--- src/rtl/latency_histogram_monitor_unit_defines.svh ---
// ----------------------------------------------------------------------------
// Latency histogram monitor assertion macros
// Concurrent check wrappers, compiled out when SYNTH is defined.
// ----------------------------------------------------------------------------
`ifndef LATENCY_HISTOGRAM_MONITOR_UNIT_DEFINES_SVH
`define LATENCY_HISTOGRAM_MONITOR_UNIT_DEFINES_SVH

`ifndef SYNTH
// check with reset masking
`define LHM_ASSERT(lbl, clk, rst, prop, msg) \
   lbl: assert property (@(posedge clk) disable iff (rst) prop) else $error(msg);
// check that also holds through reset
`define LHM_ASSERT_ALWAYS(lbl, clk, prop, msg) \
   lbl: assert property (@(posedge clk) prop) else $error(msg);
`else
`define LHM_ASSERT(lbl, clk, rst, prop, msg)
`define LHM_ASSERT_ALWAYS(lbl, clk, prop, msg)
`endif

`endif

--- src/rtl/lhm_pkg.sv ---
// ----------------------------------------------------------------------------
// Latency histogram monitor package
// Field widths, bus layouts and the fixed histogram bin bounds.
// ----------------------------------------------------------------------------
package lhm_pkg;

   localparam int NUM_BINS  = 16;
   localparam int BIN_IDX_W = $clog2(NUM_BINS);

   localparam int CNT_W = 32;
   localparam int SUM_W = 64;

   // request tdata: latency_us, is_error, byte_count, is_short
   localparam int REQ_BITS = CNT_W + 1 + CNT_W + 1;
   localparam int REQ_W    = ((REQ_BITS + 7) / 8) * 8;

   // response tdata: bin_index .. overflow_seen
   localparam int RSP_BITS = BIN_IDX_W + 5 * CNT_W + 2 * SUM_W + 1;
   localparam int RSP_W    = ((RSP_BITS + 7) / 8) * 8;

   typedef logic [CNT_W-1:0] cnt_type;
   typedef logic [SUM_W-1:0] sum_type;
   typedef logic [BIN_IDX_W-1:0] bin_idx_type;

   // upper bounds of the bins; the last one catches everything
   localparam cnt_type BIN_BOUND [NUM_BINS] = '{
      32'd4,    32'd16,   32'd64,    32'd128,
      32'd256,  32'd512,  32'd1024,  32'd2048,
      32'd2903, 32'd4096, 32'd5805,  32'd8192,
      32'd10000, 32'd20000, 32'd100000, 32'hFFFF_FFFF
   };

   // first bin whose bound is not below the latency
   function automatic bin_idx_type find_bin(input cnt_type lat);
      bin_idx_type idx;
      idx = bin_idx_type'(NUM_BINS - 1);
      for (int i = NUM_BINS - 2; i >= 0; i--) begin
         if (lat <= BIN_BOUND[i]) begin
            idx = bin_idx_type'(i);
         end
      end
      return idx;
   endfunction

endpackage

--- src/rtl/latency_histogram_monitor_unit.sv ---
// ----------------------------------------------------------------------------
// Latency histogram monitor
// Saturating operation statistics with a 16-bin latency histogram.
// ----------------------------------------------------------------------------
// Usage:
//   req_* carries one operation record per transfer (latency, error flag,
//   byte count, short-read flag). rsp_* returns one record per request with
//   the updated bin count, totals, peak latency and sticky overflow flag.
//   Pipeline: bin lookup and memory read into the stage 1 registers, then
//   update into the output register.
//   Throughput: 1 request per cycle while rsp_tready is high, set by the
//   read-modify-write of the bin counter memory; a write forwarding
//   register covers a read of the bin written in the same cycle.
//   Reset: all counters, totals, peak and overflow flag clear; per-bin valid
//   bits make unwritten histogram entries read as zero, no clearing pass.
//   Stall: when rsp_tready is low the output register holds, the update
//   stage holds behind it and req_tready drops once both are full.
// ----------------------------------------------------------------------------
`include "latency_histogram_monitor_unit_defines.svh"

module latency_histogram_monitor_unit
   import lhm_pkg::*;
(
   input  logic             clock,
   input  logic             reset,
   // request channel
   input  logic             req_tvalid,
   output logic             req_tready,
   // [31:0] latency_us, [32] is_error, [64:33] byte_count, [65] is_short
   input  logic [REQ_W-1:0] req_tdata,
   // response channel
   output logic             rsp_tvalid,
   input  logic             rsp_tready,
   // [3:0] bin_index, [35:4] bin_total, [67:36] event_total,
   // [131:68] latency_sum, [163:132] latency_peak, [195:164] error_total,
   // [227:196] short_total, [291:228] byte_sum, [292] overflow_seen
   output logic [RSP_W-1:0] rsp_tdata
);

   // request field unpack
   cnt_type     req_lat;
   logic        req_err;
   cnt_type     req_bytes;
   logic        req_short;
   bin_idx_type req_bin;

   assign req_lat   = req_tdata[CNT_W-1:0];
   assign req_err   = req_tdata[CNT_W];
   assign req_bytes = req_tdata[2*CNT_W:CNT_W+1];
   assign req_short = req_tdata[2*CNT_W+1];
   assign req_bin   = find_bin(req_lat);

   // pipeline control
   logic s1_valid_ff;
   logic rsp_valid_ff;
   logic s1_adv;
   logic req_xfer;

   assign s1_adv     = s1_valid_ff && (!rsp_valid_ff || rsp_tready);
   assign req_tready = !s1_valid_ff || s1_adv;
   assign req_xfer   = req_tvalid && req_tready;
   assign rsp_tvalid = rsp_valid_ff;

   // histogram memory and per-bin valid bits
   cnt_type              bin_mem [NUM_BINS];
   logic [NUM_BINS-1:0]  bin_vld_ff;
   cnt_type              rd_data_ff;
   logic                 rd_vld_ff;

   // stage 1 payload
   cnt_type     s1_lat_ff;
   logic        s1_err_ff;
   cnt_type     s1_bytes_ff;
   logic        s1_short_ff;
   bin_idx_type s1_bin_ff;

   // last write, forwarded to a read of the same bin
   logic        wr_valid_ff;
   bin_idx_type wr_bin_ff;
   cnt_type     wr_data_ff;

   // scalar state
   cnt_type event_ff;
   sum_type lat_sum_ff;
   cnt_type peak_ff;
   cnt_type err_ff;
   cnt_type short_ff;
   sum_type byte_sum_ff;
   logic    sat_ff;

   // next values
   cnt_type bin_cur;
   cnt_type bin_in;
   cnt_type event_in;
   sum_type lat_sum_in;
   cnt_type peak_in;
   cnt_type err_in;
   cnt_type short_in;
   sum_type byte_sum_in;
   logic    sat_in;
   logic [SUM_W:0] lat_add;
   logic [SUM_W:0] byte_add;

   // memory read on request transfer, write on update
   always_ff @(posedge clock) begin
      if (req_xfer) begin
         rd_data_ff <= bin_mem[req_bin];
      end
      if (s1_adv) begin
         bin_mem[s1_bin_ff] <= bin_in;
      end
   end

   always_ff @(posedge clock) begin
      if (reset) begin
         bin_vld_ff <= '0;
         rd_vld_ff  <= 1'b0;
      end else begin
         if (req_xfer) begin
            rd_vld_ff <= bin_vld_ff[req_bin];
         end
         if (s1_adv) begin
            bin_vld_ff[s1_bin_ff] <= 1'b1;
         end
      end
   end

   // stage 1 registers
   always_ff @(posedge clock) begin
      if (reset) begin
         s1_valid_ff <= 1'b0;
      end else if (req_tready) begin
         s1_valid_ff <= req_tvalid;
      end
   end

   always_ff @(posedge clock) begin
      if (req_xfer) begin
         s1_lat_ff   <= req_lat;
         s1_err_ff   <= req_err;
         s1_bytes_ff <= req_bytes;
         s1_short_ff <= req_short;
         s1_bin_ff   <= req_bin;
      end
   end

   // update arithmetic
   always_comb begin
      if (wr_valid_ff && (wr_bin_ff == s1_bin_ff)) begin
         bin_cur = wr_data_ff;
      end else if (rd_vld_ff) begin
         bin_cur = rd_data_ff;
      end else begin
         bin_cur = '0;
      end

      sat_in = sat_ff;

      bin_in = bin_cur + cnt_type'(1);
      if (&bin_cur) begin
         bin_in = bin_cur;
         sat_in = 1'b1;
      end

      event_in = event_ff + cnt_type'(1);
      if (&event_ff) begin
         event_in = event_ff;
         sat_in   = 1'b1;
      end

      err_in = err_ff;
      if (s1_err_ff) begin
         err_in = err_ff + cnt_type'(1);
         if (&err_ff) begin
            err_in = err_ff;
            sat_in = 1'b1;
         end
      end

      short_in = short_ff;
      if (s1_short_ff) begin
         short_in = short_ff + cnt_type'(1);
         if (&short_ff) begin
            short_in = short_ff;
            sat_in   = 1'b1;
         end
      end

      lat_add    = {1'b0, lat_sum_ff} + {{(SUM_W-CNT_W+1){1'b0}}, s1_lat_ff};
      lat_sum_in = lat_add[SUM_W-1:0];
      if (lat_add[SUM_W]) begin
         lat_sum_in = '1;
         sat_in     = 1'b1;
      end

      byte_add    = {1'b0, byte_sum_ff} + {{(SUM_W-CNT_W+1){1'b0}}, s1_bytes_ff};
      byte_sum_in = byte_add[SUM_W-1:0];
      if (byte_add[SUM_W]) begin
         byte_sum_in = '1;
         sat_in      = 1'b1;
      end

      peak_in = (s1_lat_ff > peak_ff) ? s1_lat_ff : peak_ff;
   end

   // state commit
   always_ff @(posedge clock) begin
      if (reset) begin
         event_ff    <= '0;
         lat_sum_ff  <= '0;
         peak_ff     <= '0;
         err_ff      <= '0;
         short_ff    <= '0;
         byte_sum_ff <= '0;
         sat_ff      <= 1'b0;
         wr_valid_ff <= 1'b0;
      end else if (s1_adv) begin
         event_ff    <= event_in;
         lat_sum_ff  <= lat_sum_in;
         peak_ff     <= peak_in;
         err_ff      <= err_in;
         short_ff    <= short_in;
         byte_sum_ff <= byte_sum_in;
         sat_ff      <= sat_in;
         wr_valid_ff <= 1'b1;
      end
   end

   always_ff @(posedge clock) begin
      if (s1_adv) begin
         wr_bin_ff  <= s1_bin_ff;
         wr_data_ff <= bin_in;
      end
   end

   // output register
   logic [RSP_W-1:0] rsp_tdata_ff;
   logic [RSP_W-1:0] rsp_tdata_in;

   always_comb begin
      rsp_tdata_in = {
         {(RSP_W-RSP_BITS){1'b0}},
         sat_in, byte_sum_in, short_in, err_in, peak_in,
         lat_sum_in, event_in, bin_in, s1_bin_ff
      };
   end

   always_ff @(posedge clock) begin
      if (reset) begin
         rsp_valid_ff <= 1'b0;
      end else if (!rsp_valid_ff || rsp_tready) begin
         rsp_valid_ff <= s1_valid_ff;
      end
   end

   always_ff @(posedge clock) begin
      if (s1_adv) begin
         rsp_tdata_ff <= rsp_tdata_in;
      end
   end

   assign rsp_tdata = rsp_tdata_ff;

   // checks
   `LHM_ASSERT(a_s1_hold, clock, reset, !req_tready |=> s1_valid_ff, "stalled item dropped")
   `LHM_ASSERT(a_s1_data, clock, reset, !req_tready |=> $stable(s1_bin_ff), "item changed")
   `LHM_ASSERT(a_event_nonzero, clock, reset, s1_adv |=> (event_ff != '0), "event count zero")
   `LHM_ASSERT(a_sat_sticky, clock, reset, sat_ff |=> sat_ff, "overflow flag cleared")
   `LHM_ASSERT(a_peak_covers, clock, reset, s1_adv |=> (peak_ff >= $past(s1_lat_ff)), "peak low")

endmodule

--- config.mk ---
export PLATFORM = sky130hd
export DESIGN_NAME = latency_histogram_monitor_unit
export DESIGN_NICKNAME = d
export VERILOG_FILES = /design/src/rtl/lhm_pkg.sv /design/src/rtl/latency_histogram_monitor_unit.sv
export VERILOG_INCLUDE_DIRS = /design/src /design/src/rtl
export SDC_FILE = /design/constraint.sdc
export NUM_CORES = 2
export LEC_CHECK = 0
export ABC_CLOCK_PERIOD_IN_PS = 32100
export BUFFER_PORTS_ARGS = -buffer_cell sky130_fd_sc_hd__buf_2
export CAP_MARGIN = 10
export CORE_MARGIN = 4
export CORE_UTILIZATION = 50
export CTS_BUF_LIST = sky130_fd_sc_hd__clkbuf_16
export CTS_CLUSTER_DIAMETER = 150
export DETAILED_ROUTE_END_ITERATION = 10
export GPL_ROUTABILITY_DRIVEN = 0
export MAX_ROUTING_LAYER = met4
export PLACE_DENSITY_LB_ADDON = 0.1
export SETUP_SLACK_MARGIN = 0.2
export SLEW_MARGIN = 10
export SYNTH_ARGS = -nofsm -noshare
export SYNTH_HDL_FRONTEND = slang
export SYNTH_SLANG_ARGS = --single-unit
--- constraint.sdc ---
create_clock -name clock -period 32.1 [get_ports clock]
set_clock_uncertainty 0.15 [all_clocks]
set_input_delay 3.21 -clock clock [delete_from_list [all_inputs] [get_ports clock]]
set_output_delay 3.21 -clock clock [all_outputs]
set_load 0.1 [all_outputs]
-- Word level (Yosys, flattened, before mapping)
Memory sizes are Yosys's and may differ from the RTL's. A register that Yosys moved wholly into a read port is not among the register bits.
Index checks and enable logic that the tools add are counted.
- multiplexer cells: 40
- bitwise operators: 1
- magnitude comparators: 19
- add/sub/neg operators: 6
- reduce and logical (&&, ||, !) cells: 12
- equal/unequal tests: 1
- operators with widths (kind ; count):
    32-bit 2-to-1 mux ; 9
    64-bit by 32-bit adder with 65-bit output ; 2
    32-bit by 1-bit adder with 32-bit output, second input constant ; 4
    64-bit 2-to-1 mux ; 2
    32-bit AND reduction ; 4
    32-bit by 12-bit less-or-equal comparator with 1-bit output, second input constant ; 2
    32-bit by 13-bit less-or-equal comparator with 1-bit output, second input constant ; 2
    32-bit by 14-bit less-or-equal comparator with 1-bit output, second input constant ; 2
    4-bit 2-to-1 mux ; 14
    32-bit greater-than comparator ; 1
    32-bit by 10-bit less-or-equal comparator with 1-bit output, second input constant ; 1
    32-bit by 11-bit less-or-equal comparator with 1-bit output, second input constant ; 1
    32-bit by 15-bit less-or-equal comparator with 1-bit output, second input constant ; 1
    32-bit by 17-bit less-or-equal comparator with 1-bit output, second input constant ; 1
    32-bit by 3-bit less-or-equal comparator with 1-bit output, second input constant ; 1
    32-bit by 5-bit less-or-equal comparator with 1-bit output, second input constant ; 1
    32-bit by 7-bit less-or-equal comparator with 1-bit output, second input constant ; 1
    32-bit by 8-bit less-or-equal comparator with 1-bit output, second input constant ; 1
    32-bit by 9-bit less-or-equal comparator with 1-bit output, second input constant ; 1
    16-bit OR ; 1
    1-bit 2-to-1 mux ; 13
    4-bit by 5-bit < comparator with 1-bit output, second input constant ; 2
    1-bit binary-select mux with 4-bit select ; 1
    1-bit demux with 4-bit select ; 1
    5 further kinds ; 10
- memories kept: 1
- flip-flop bits (word level): 676
- input bits: 76
- memory bits (writable): 512
- logic and storage cells: 100
- memory list (memory ; depth ; width ; rd ports ; clocked after memory_dff ; write ports ; RTL line ; source):
    bin_mem ; 16 ; 32 ; 1 ; 1 ; 1 ; latency_histogram_monitor_unit.sv:65 ; cnt_type bin_mem [NUM_BINS];

-- Depth between registers and ports, before layout
- word-level depth: 18
- depth in mapped cells: 17
- depth with buffers taken out: 13

-- Least setup slack after synthesis
OpenSTA, ideal clock, no wires.
- path kind: in2reg
- start: input port rsp_tready
- end: register byte_sum_ff[25]
- slack: 19.032 ns
- stages on the path: 7
- data arrival time: 12.358 ns
- cell sequence: nor2b_1 nand2b_1 clkbuf_1 clkinv_1 clkbuf_1 buf_1 a311oi_1
- cells in the longest elaborated chain, start to end: 2
- RTL lines (what ; RTL line ; source):
    from (decl) ; latency_histogram_monitor_unit.sv:33 ; input logic rsp_tready,
    1-bit logical OR ; latency_histogram_monitor_unit.sv:59 ; assign s1_adv = s1_valid_ff && (!rsp_valid_ff || rsp_tready);
    1-bit logical AND ; latency_histogram_monitor_unit.sv:59 ;
    named net s1_adv ; latency_histogram_monitor_unit.sv:56 ; logic s1_adv;
    to (signal assigned) ; latency_histogram_monitor_unit.sv:223 ; byte_sum_ff <= byte_sum_in;
    to (decl) ; latency_histogram_monitor_unit.sv:88 ; sum_type byte_sum_ff;
The timed path passes the listed nets, and every way through them passes these cells.
A chain may end at the register's enable or synchronous reset.

-- Final worst setup path
- start: input port req_tdata[31]
- end: register rd_data_ff[17], read port of bin_mem (data pin)
- cells in the longest elaborated chain, start to end: 16
- RTL lines (what ; RTL line ; source):
    from (decl) ; latency_histogram_monitor_unit.sv:30 ; input logic [REQ_W-1:0] req_tdata,
    32-bit by 17-bit less-or-equal comparator with 1-bit output ; lhm_pkg.sv:38 ; if (lat <= BIN_BOUND[i]) begin
    1-bit 2-to-1 mux ; lhm_pkg.sv:38 ;
    4-bit 2-to-1 mux (13 in a row) ; lhm_pkg.sv:38 ;
    4-bit 2-to-1 mux * ; lhm_pkg.sv:38 ;
    to (decl) ; latency_histogram_monitor_unit.sv:67 ; cnt_type rd_data_ff;
Mark *: on every way between the ends. The rest lies on a longest branch, timed or not.

==> results.json <==
{
  "dieWidth_um": 332.5,
  "fin_crit_ns": 7.734,
  "cts_buffers": 119,
  "post_cts_resized": 0,
  "power-per-cell-area_mw_per_mm2": 58.34,
  "setup_viol": 0,
  "finalCritPeriodShare_pct": 24.09,
  "htreeDepth": 3,
  "clock.fmax_ghz": 0.1293,
  "hpwlAfterDp_um": 84410,
  "holdPathEnd": "event_ff[24]",
  "r2r-start": "s1_bin_ff[2]",
  "timing.final.max_slew_violations": 0,
  "worstPathRequired_ns": 32.38,
  "totalNegativeSetupSlack_ns": 0,
  "num_vias": 35584,
  "clock_sinks": 1184,
  "rows": 118,
  "io_buffers": 364,
  "rsz0062_at_grt": "no",
  "wl_per_cell_um": 21.00,
  "async_flop_share_pct": 0,
  "grt_pass1_vias": 33262,
  "die_area_mm2": 0.1106,
  "dpl-instance-area_mm2": 0.05578,
  "die_y_um": 332.5,
  "relSlewSlack_pct": 19.70,
  "r2r_end": "bin_mem[15][19]",
  "ant_nets": 0,
  "min_path_type": "reg2reg",
  "final_cells": 6280,
  "grt_usage_pct": 23.87,
  "final_area_mm2": 0.05990,
  "clk_pin_slew_worst_paths_ns": 0.06,
  "drt_iter0_markers": 3034,
  "mostFrequentLayoutCells": "edfxtp_1 (907), nand2_1 (641), buf_2 (363)",
  "antenna_found_initial": 8,
  "place_inst": 6047,
  "drc_errors": 0,
  "synth.distinct_cells": 85,
  "clock_latency_ns": 0.71,
  "routed_wl_um": 131900,
  "yosys_most_used_dff": "edfxtp_1",
  "synth-edff-count": 907,
  "worstHoldPathCells": 2,
  "status": "finished clean",
  "ir_drop_uv": 49.41,
  "leakage_nw": 22.34,
  "layout-drive-gt1-share_pct": 13.89,
  "finalHoldViolCount": 0,
  "cts-root-buf": "clkbuf_16",
  "holdBufCountCts": 0,
  "ys_seq_area_share_pct": 62.26,
  "first_pass_iters": 6,
  "routed_via_density": 5.666,
  "r2r_cells": 13,
  "netlist_instances": 4488,
  "arrival_ns": 8.01,
  "synth_area_per_cell_um2": 11.73,
  "grt_max_degree": 207,
  "cap_viol_max_count": 0,
  "synth-seq-cells": 1184,
  "core_mm2": 0.1041,
  "yosys_warnings": 0,
  "initial_utilization_pct": 50.58,
  "area_growth_syn_to_layout_pct": 13.76,
  "timing.setup.critical_path_class": "in2reg",
  "rrSetupSlack_ns": 26.53,
  "critPathCaptureType": "flop",
  "cts_tree": "done",
  "overflow": 0,
  "grt_pass1_wl_um": 201500,
  "critPathMaxFanout": 76,
  "synth_area_mm2": 0.05265,
  "worstHoldStart": "event_ff[24]",
  "post_cts_buffers": 0,
  "clk_path_buf_depth": 3,
  "worstSetupStartpointType": "primary input",
  "final_nets": 4969,
  "worstMarginPinSlew_ns": 1.200,
  "final_common_cell": "edfxtp_1",
  "io_pins": 374
}
[power by group]
part	switching [mW]	total, mW	internal (mW)
combinational	0.292	0.372	0.0799
sequential	0.0258	1.72	1.69
clock	0.593	1.40	0.810
total	0.910	3.49	2.58
[worst max path at each step]
stage	cells after the start	slack (ns)	endpoint	from
finish	12	24.37	rd_data_ff[17]	req_tdata[31]
global route	12	24.09	rd_data_ff[17]	req_tdata[31]
CTS	12	24.45	rd_data_ff[13]	req_tdata[31]
detailed placement	12	23.66	rd_data_ff[17]	req_tdata[31]
global placement	12	23.68	rd_data_ff[27]	req_tdata[31]
floorplan	7	19.03	byte_sum_ff[25]	rsp_tready
[layer usage]
metal	GRT usage (%)	wire length (um)
met4	5.200	2631
met2	37.63	62210
met1	32.85	58290
met3	3.977	8727
met5	-	0
[Yosys cell counts (all sizes together) (9+ instances only)]
master	count	area share [%]
ha	100	2.4
a311oi	76	1.3
and2	31	0.37
clkbuf	160	1.1
nand3	191	1.8
and3	94	1.1
a41oi	9	0.21
nor2b	11	0.13
a22oi	33	0.47
o21a	36	0.51
a211oi	19	0.28
inv	72	0.51
a21oi	177	1.7
o221ai	34	0.57
xor2	138	2.3
nand2	643	4.6
dfxtp	277	11
a21o	50	0.71
mux2i	243	4.6
nand4	65	0.77
nor2	363	2.6
or3	42	0.50
and4	27	0.45
nor4	22	0.34
xnor2	146	2.4
a31oi	39	0.46
o21ai	194	1.8
buf	81	0.85
nor3	75	0.73
edfxtp	907	52
o22ai	10	0.12
nand2b	16	0.19
o21bai	11	0.16
[final cells by class]
class	count	area, um^2
fillers	8655	44190
flip-flops and latches	1184	32780
multi-input cells	2991	18800
clock buffers	122	3053
repair buffers	421	2305
well taps	1380	1727
clock inverters	105	939.7
inverters	74	287.8
diodes	3	7.507
[registers in the layout, indices dropped and copies added (netlist names), 3 cells and up]
register,count
bin_mem,512
rsp_tdata,259
byte_sum_ff,64
lat_sum_ff,64
err_ff,32
event_ff,32
peak_ff,32
rd_data_ff,32
s1_bytes_ff,32
s1_lat_ff,32
short_ff,32
wr_data_ff,31
bin_vld_ff,16
s1_bin_ff,4
wr_bin_ff,3
[stage by stage]
stage / utilization [%] / setup WS [ns] / hold slack [ns] / power, mW
after floorplan: - / 19.03 / 0.2744 / 2.044
after global placement: 53.59 / 23.68 / 0.2987 / 2.120
after detailed placement: 53.59 / 23.66 / 0.3094 / 2.123
after CTS: 57.42 / 24.45 / 0.3208 / 3.526
after global routing: 57.54 / 24.09 / 0.3463 / 3.623
final: 57.55 / 24.37 / 0.3192 / 3.495
[critical path, stage by stage]
cell and delay, ns:
buf_2 0.10, nor4_1 0.36, nand4_1 0.50, nor2_1 0.53, nand4_1 0.15, buf_4 0.35, a41oi_4 0.43, buf_4 0.71
buf_4 0.88, mux2i_1 0.17, a22oi_1 0.32, o221ai_1 0.16
[logic make-up (layout without fill, tap and decap cells)]
family                     count (synthesis)  in the layout  share of synthesized area [%]
xor gates and xnor gates                 284            284                          4.724
other                                      1              6                       0.007122
and+or+nand+nor                         1609           1609                          14.05
muxes                                    249            249                          4.748
AOI/OAI and AO/OA                        744            744                          9.237
buffers and inverters                    315            722                          2.524
DFF                                     1184           1184                          62.26
adders and majority gates                102            102                          2.452
Power figures use the tool's default switching activity.
